<file path="src/rtl/cgaimr_pkg.sv">
// Shared types and constants for the interleaved mono raster engine.
// No dependencies; used by cgaimr_ctrl, cgaimr_dp and the top level.
package cgaimr_pkg;

    localparam int BYTES_PER_ROW = 80;
    localparam int BANK_BYTES    = 8192;
    localparam int SCREEN_ROWS   = 200;
    localparam int SCREEN_COLS   = BYTES_PER_ROW * 8;
    localparam int MEM_BYTES     = 2 * BANK_BYTES;
    localparam int ADDR_W        = $clog2(MEM_BYTES);
    localparam int BYTE_W        = $clog2(BYTES_PER_ROW);

    localparam logic [1:0] ACT_PLOT  = 2'd0;
    localparam logic [1:0] ACT_READ  = 2'd1;
    localparam logic [1:0] ACT_HSPAN = 2'd2;
    localparam logic [1:0] ACT_VSPAN = 2'd3;

    localparam logic MODE_COPY = 1'b0;
    localparam logic MODE_XOR  = 1'b1;

    typedef struct packed {
        logic [1:0] action;
        logic [9:0] col;
        logic [7:0] row;
        logic [9:0] end_pos;
        logic       color;
    } t_cmd;

    typedef struct packed {
        logic pixel;
        logic error;
    } t_rsp;

    // controller -> datapath
    typedef struct packed {
        logic clr_en;
        logic load;
        logic step;
        logic wr;
        logic finish;
        logic fail;
    } t_dp_ctl;

    // datapath -> controller
    typedef struct packed {
        logic clr_last;
        logic cmd_err;
        logic last;
        logic is_read;
    } t_dp_sts;

endpackage

</file>
<file path="src/rtl/cgaimr_ctrl.sv">
// Sequencer for the raster engine: clearing pass, command accept, and
// read/write cycles per byte. Depends on cgaimr_pkg.
module cgaimr_ctrl (
    input  logic                i_clk,
    input  logic                i_rst_n,
    input  logic                i_start,
    input  cgaimr_pkg::t_dp_sts i_sts,
    output cgaimr_pkg::t_dp_ctl o_ctl,
    output logic                o_busy
);

    typedef enum logic [3:0] {
        ST_CLEAR = 4'b0001,
        ST_IDLE  = 4'b0010,
        ST_READ  = 4'b0100,
        ST_WRITE = 4'b1000
    } t_state;

    t_state r_state, n_state;

    always_ff @(posedge i_clk) begin
        if (!i_rst_n) begin
            r_state <= ST_CLEAR;
        end else begin
            r_state <= n_state;
        end
    end

    always_comb begin
        n_state = r_state;
        o_ctl   = '0;
        case (r_state)
            ST_CLEAR: begin
                o_ctl.clr_en = 1'b1;
                if (i_sts.clr_last) n_state = ST_IDLE;
            end
            ST_IDLE: begin
                if (i_start) begin
                    if (i_sts.cmd_err) begin
                        o_ctl.fail = 1'b1;
                    end else begin
                        o_ctl.load = 1'b1;
                        n_state    = ST_READ;
                    end
                end
            end
            ST_READ: begin
                n_state = ST_WRITE;
            end
            ST_WRITE: begin
                o_ctl.wr = !i_sts.is_read;
                if (i_sts.last) begin
                    o_ctl.finish = 1'b1;
                    n_state      = ST_IDLE;
                end else begin
                    o_ctl.step = 1'b1;
                    n_state    = ST_READ;
                end
            end
            default: begin
                n_state = ST_CLEAR;
            end
        endcase
    end

    assign o_busy = (r_state != ST_IDLE);

endmodule

</file>
<file path="config.mk">
export PLATFORM = sky130hd
export DESIGN_NAME = cgaimr_ctrl
export DESIGN_NICKNAME = d
export VERILOG_FILES = /design/src/rtl/cgaimr_pkg.sv /design/src/rtl/cgaimr_ctrl.sv
export SDC_FILE = /design/constraint.sdc
export NUM_CORES = 1
export LEC_CHECK = 0
export BUFFER_PORTS_ARGS = -buffer_cell sky130_fd_sc_hd__clkbuf_2
export CAP_MARGIN = 20
export CELL_PAD_IN_SITES_DETAIL_PLACEMENT = 1
export CELL_PAD_IN_SITES_GLOBAL_PLACEMENT = 1
export CORE_AREA = 5 5 42 44
export DETAILED_ROUTE_END_ITERATION = 12
export DIE_AREA = 0 0 47 49
export PLACE_DENSITY = 0.57
export SLEW_MARGIN = 20
export SYNTH_ARGS = -nofsm -noshare
export SYNTH_HDL_FRONTEND = slang
export SYNTH_SLANG_ARGS = --single-unit
export TNS_END_PERCENT = 50
</file>
<file path="constraint.sdc">
create_clock -name i_clk -period 1.4 [get_ports i_clk]
set_input_delay 0.21 -clock i_clk [delete_from_list [all_inputs] [get_ports i_clk]]
set_output_delay 0.21 -clock i_clk [all_outputs]
set_load 0.05 [all_outputs]
</file>
==> results.ini, run 1 <==
[status]
status = finished, violations left
violations = negative setup slack

[timing]
slew_viol_final = 0
fin_ws_ps = -81.1
relSlewSlack_pct = 84.4
fmax_mhz = 675
hold_viol_final = 0
skew_ps = 4.19
rsz0062_at_grt = true
fin_tns_setup_ps = -325
min_period_ps = 1480
setup_viol = 7
worst_slew_pin_slew_ps = 233
fin_crit_sh_pct = 106

[detailed_routing]
drtAntennaViolNets = 0
routed.top_layer = met3
wirelength_microns = 834
drc = 0
m1WireLength_microns = 332
vias = 323
drt_iter0_markers = 3
viasPerCell = 4.42
dr.pass1.iters = 4
wl_met3_microns = 52
wl_met2_microns = 449
drt-wirelength-per-cell_microns = 11.4

[layout]
layout-drive-gt1-share_pct = 64.9
antennaDiodeCount = 0
finalNetCount = 66
syn_to_final_growth_pct = 124
regMostFlops = r_state
utilization_pct = 38.9
largest_reg_flops = 4
reg_top3 = r_state (4)
stdcell_count = 73

[placed_design]
dp_hpwl_microns = 672
dp_cells = 69
io_buffers = 13
globalplace.congestion = 0.768

[yosys]
synth_top_family_by_area = simple AND/OR/NAND/NOR gates
synthAdderAreaFrac_pct = 0
ys_seq_elements = 4
synthMuxAreaShare_pct = 0
synthSimpleGateAreaFrac_pct = 47.2
synth_area_sq_um = 244
synth_compound_area_share_pct = 15.4
syn_nets = 41
synth.distinct_cells = 16
ys_warn_count = 0
synthXorXnorAreaFrac_pct = 0
syn_avg_cell_area_sq_um = 7.18
netlist_instances = 34
ys_seq_area_share_pct = 32.8

[clock_network]
clock_latency_ps = 230
cts_tree = built
cts_buffers = 3
clk_pin_slew_ps = 40
htreeDepth = 1
clkSinkCount = 4
ctsHoldBuffers = 0
cts_buffer_depth = 2
clockRootBuffer = clkbuf_4

[floorplanning]
io_pins = 14
dieArea_sq_mm = 0.00230
num_rows = 14
die_w_microns = 47
die_h_microns = 49
start_util_pct = 17.4
coreArea_sq_mm = 0.00140

[setup_path]
cp_max_fo = 3
worstSetupPathType = reg2out
r2r-end = r_state[0]$_SDFFE_PN1P_
endpoint = o_ctl[0]
r2r-start = r_state[3]$_SDFFE_PN0P_
required_ps = 1190
start_kind = flip-flop
startpoint = r_state[3]$_SDFFE_PN0P_
arrival_ps = 1270
reg2reg_slack_ps = 140
end_kind = primary output
reg2regPathDepth = 4

[run]
cap_violations = 0

[power_and_ir_drop]
vdd_drop_max_mv = 0.428
p_leak_nw = 0.233
powerDensity_mw_per_mm2 = 691

[global_routing]
grt_pass1_wl_mm = 1.51
track_usage_pct = 8.93
grt_pass1_vias = 364
antenna_found_initial = 0
grt_start_max_net_pins = 7
grt-ovfl-total = 0

[min_path]
min_path_type = in2reg

[through the flow]
stage	instance area, sq um	setup WS (ps)	power, mW	hold WS, ps
3_5_place_dp	384	-22.0	0.210	453
2_1_floorplan	254	-150	0.174	299
5_1_grt	546	-176	0.407	220
6_report	546	-81.1	0.377	204
4_1_cts	485	-127	0.371	206
3_3_place_gp	384	6.92	0.209	450
[metal layers]
metal	track usage [%]	up-vias
li1	-	165
met1	10.7	147
met2	14.0	11
met3	1.48	0
met4	5.53	0
met5	0	-
[power breakdown]
part | switching [mW] | internal [mW]
Clock | 0.0453 | 0.0958
Sequential | 0.0105 | 0.120
Combinational | 0.0558 | 0.0496
Total | 0.112 | 0.265
[cells in the final DEF, fill, tap and decap left out, drive strengths merged, types with 2 or more instances in the layout]
| cell | count |
|---|---|
| buf | 14 |
| nor2b | 2 |
| and3 | 3 |
| inv | 3 |
| nand2 | 4 |
| a21oi | 3 |
| clkbuf | 9 |
| dfxtp | 4 |
| nor2 | 7 |
[layout make-up]
class | instances | area (sq um)
multi-input combinational | 27 | 216
tap | 16 | 20.0
clock buffer | 3 | 22.5
timing repair buffer | 20 | 188
fill | 178 | 856
sequential | 4 | 87.6
inverter | 3 | 11.3
[worst max-delay path, stage by stage, from the launching register on]
cell and delay, ps:
dfxtp_2 340, nor4b_4 300, nand2_2 130, nor2_4 110
buf_8 150
[cells by family after synthesis]
group                  Yosys count
and+or+nand+nor                 21
AOI/OAI and AO/OA                6
DFF                              4
buffers and inverters            3
[worst min-delay path by stage]
stage,from,end,depth (start not counted)
floorplan,i_rst_n,r_state[0]$_SDFFE_PN1P_,1
global placement,i_rst_n,r_state[0]$_SDFFE_PN1P_,2
detailed placement,i_rst_n,r_state[0]$_SDFFE_PN1P_,2
CTS,i_rst_n,r_state[0]$_SDFFE_PN1P_,2
global route,i_rst_n,r_state[0]$_SDFFE_PN1P_,2
finish,i_rst_n,r_state[0]$_SDFFE_PN1P_,2
[cells in the mapped netlist]
library cell	n	area [sq um]
a21oi_1	3	15.0
a32oi_1	1	8.76
and3_1	3	18.8
and3b_1	1	8.76
dfxtp_1	4	80.1
inv_1	2	7.51
inv_2	1	3.75
nand2_1	4	15.0
nor2_1	7	26.3
nor2b_1	2	12.5
nor3_1	1	5.00
nor3b_1	1	7.51
nor4b_2	1	15.0
o21ai_0	1	5.00
o2bb2ai_1	1	8.76
or3_1	1	6.26
[timing repair]
| item | in CTS | in global routing |
|---|---|---|
| gates resized for setup | 19 | 20 |
| pin swaps | 3 | 6 |
| endpoints found under the hold margin | 0 | 0 |
| setup endpoints to repair | 7 | 8 |
| buffers inserted | 0 | 1 |
Power figures use the tool's default switching activity.
==> run 2, diff against run 1 <==
CTS_CLUSTER_DIAMETER = 120   (was unset)
RECOVER_POWER = 100   (was unset)
==> results.ini, run 2 (synthesis results as in run 1) <==
[status]
status = finished, violations left
violations = negative setup slack

[layout]
syn_to_final_growth_pct = 124  ; unchanged
finalNetCount = 66  ; unchanged
final_common_cell = buf_8
reg_top3 = r_state (4)
layout-drive-gt1-share_pct = 64.9  ; unchanged
largest_reg_flops = 4  ; unchanged
layout_common_cells = buf_8 (7), clkbuf_2 (6), buf_4 (6)
antennaDiodeCount = 0  ; unchanged
utilization_pct = 38.9  ; unchanged
finish.instance_area_sq_um = 546  ; unchanged
regMostFlops = r_state

[detailed_routing]
dr.pass1.iters = 4  ; unchanged
drt-wirelength-per-cell_microns = 11.5  ; +0.84%
vias = 324  ; +0.31%
drtAntennaViolNets = 0  ; unchanged
drt_iter0_markers = 3  ; unchanged
viasPerCell = 4.44  ; +0.31%
wirelength_microns = 841  ; +0.84%
drc = 0  ; unchanged

[power_and_ir_drop]
p_sw_share_pct = 29.6  ; about the same
seqPwrFrac_pct = 34.6  ; about the same
pwr-share-comb_pct = 27.9  ; about the same
p_int_mw = 0.265  ; about the same
powerDensity_mw_per_mm2 = 690  ; about the same
vdd_drop_max_mv = 0.429  ; about the same
power_switching_mw = 0.111  ; about the same
p_leak_nw = 0.233  ; about the same
clockPowerShare_pct = 37.5  ; about the same

[setup_path]
slowest_delay_ps = 340  ; about the same
reg2reg_slack_ps = 130  ; about the same
path_cells = nor4b_4 > nand2_2 > nor2_4 > buf_8
end_kind = primary output
reg2regPathDepth = 4  ; unchanged
required_ps = 1190  ; about the same
cp_slowest_cell = dfxtp_2
cp_max_fo = 3  ; unchanged
r2r-end = r_state[0]$_SDFFE_PN1P_
worstSetupPathType = reg2out
r2r-start = r_state[3]$_SDFFE_PN0P_
start_kind = flip-flop
arrival_ps = 1270  ; about the same

[floorplanning]
dieArea_sq_mm = 0.00230  ; unchanged
coreArea_sq_mm = 0.00140  ; unchanged
io_pins = 14  ; unchanged
num_rows = 14  ; unchanged
die_w_microns = 47  ; unchanged
die_h_microns = 49  ; unchanged
start_util_pct = 17.4  ; unchanged

[timing]
hold_viol_final = 0  ; unchanged
fin_crit_sh_pct = 106  ; +0.13 points
rsz0062_at_grt = true
fmax_mhz = 674  ; -0.13%
relSlewSlack_pct = 84.4  ; about the same
fin_ws_ps = -82.9  ; -1.86 ps
slew_viol_final = 0  ; unchanged
skew_ps = 4.19  ; unchanged
worst_slew_pin_slew_ps = 233  ; +0.000358 ps
min_period_ps = 1480  ; +1.86 ps
setup_viol = 7  ; unchanged

[global_routing]
track_usage_pct = 8.93  ; unchanged
grt_pass1_vias = 364  ; unchanged
grt-ovfl-total = 0  ; unchanged
antenna_found_initial = 0  ; unchanged
grt_pass1_wl_mm = 1.51  ; unchanged
grt_start_max_net_pins = 7  ; unchanged

[placed_design]
io_buffers = 13  ; unchanged
place_area_sq_um = 384  ; unchanged
globalplace.congestion = 0.768  ; unchanged
dp_hpwl_microns = 672  ; unchanged

[min_path]
hold_end = r_state[0]$_SDFFE_PN1P_
hp-start = i_rst_n
min_path_type = in2reg
whs_path_depth = 2  ; unchanged

[clock_network]
ctsHoldBuffers = 0  ; unchanged
cts_buffers = 3  ; unchanged
clkSinkCount = 4  ; unchanged
clock_latency_ps = 230  ; about the same
cts_tree = built
htreeDepth = 1  ; unchanged
cts_buffer_depth = 2  ; unchanged
clockRootBuffer = clkbuf_4
clk_pin_slew_ps = 40  ; about the same

[run]
cap_violations = 0  ; unchanged

==> run 2: cell count changes in the layout (fill, tap and decap cells not counted) <==
cell	change
clkbuf_4	+1
buf_4	-1
==> run 2: cell type report <==
| cell class | instances | area [sq um] |
|---|---|---|
| fillers | 178 | 856 |
| multi-input cells | 27 | 216 |
| repair buffers | 20 | 188 |
| flip-flops and latches | 4 | 87.6 |
| clock buffers | 3 | 22.5 |
| well taps | 16 | 20.0 |
| inverters | 3 | 11.3 |
==> run 2: what timing repair did <==
item                                    4_1_cts  5_1_grt
endpoints found under the hold margin         0        0
endpoints found under the setup margin        7        8
buffers inserted                              0        1
pin swaps                                     3        6
gates resized for setup                      19       20
cloned                                        0        0
==> run 2: critical path: cells and delay by family (launching register included) <==
kind | cells | cell delay, ps
simple gates | 3 | 540
flops | 1 | 340
buf+inv | 1 | 150
==> run 2: worst max path at each step <==
stage / startpoint / end / slack (ps) / cells after the start
floorplan: r_state[3]$_SDFFE_PN0P_ / o_ctl[2] / -150 / 3
global placement: r_state[2]$_SDFFE_PN0P_ / o_ctl[3] / 7 / 5
detailed placement: r_state[2]$_SDFFE_PN0P_ / o_ctl[2] / -20 / 5
CTS: r_state[2]$_SDFFE_PN0P_ / o_ctl[0] / -130 / 4
global route: r_state[3]$_SDFFE_PN0P_ / o_ctl[0] / -180 / 4
finish: r_state[3]$_SDFFE_PN0P_ / o_ctl[0] / -80 / 4
==> run 2: metal layers <==
| layer | share of wire (%) | track usage (%) | wire (microns) | vias to the layer above |
|---|---|---|---|---|
| li1 | - | - | - | 165 |
| met2 | 54 | 14.0 | 450 | 11 |
| met5 | 0 | 0 | 0 | - |
| met1 | 40 | 10.7 | 338 | 148 |
| met3 | 6.2 | 1.48 | 52 | 0 |
| met4 | 0 | 5.53 | 0 | 0 |
==> run 2: power by group through the flow <==
| stage | clock, mW | sequential (mW) | combinational, mW |
|---|---|---|---|
| after floorplan | 0 | 0.128 | 0.0463 |
| after global placement | 0 | 0.128 | 0.0811 |
| after detailed placement | 0 | 0.129 | 0.0811 |
| after CTS | 0.149 | 0.129 | 0.0936 |
| after global routing | 0.160 | 0.132 | 0.115 |
| final | 0.141 | 0.130 | 0.105 |
==> run 2: per-stage QoR <==
stage | setup TNS [ps] | hold WS, ps | instances | setup slack, ps | power, mW
floorplan | -416 | 299 | 34 | -150 | 0.174
global placement | 0 | 450 | 69 | 6.92 | 0.209
detailed placement | -39.8 | 453 | 69 | -22.0 | 0.210
CTS | -633 | 206 | 72 | -127 | 0.371
global route | -856 | 220 | 73 | -176 | 0.407
finish | -337 | 204 | 73 | -82.9 | 0.376
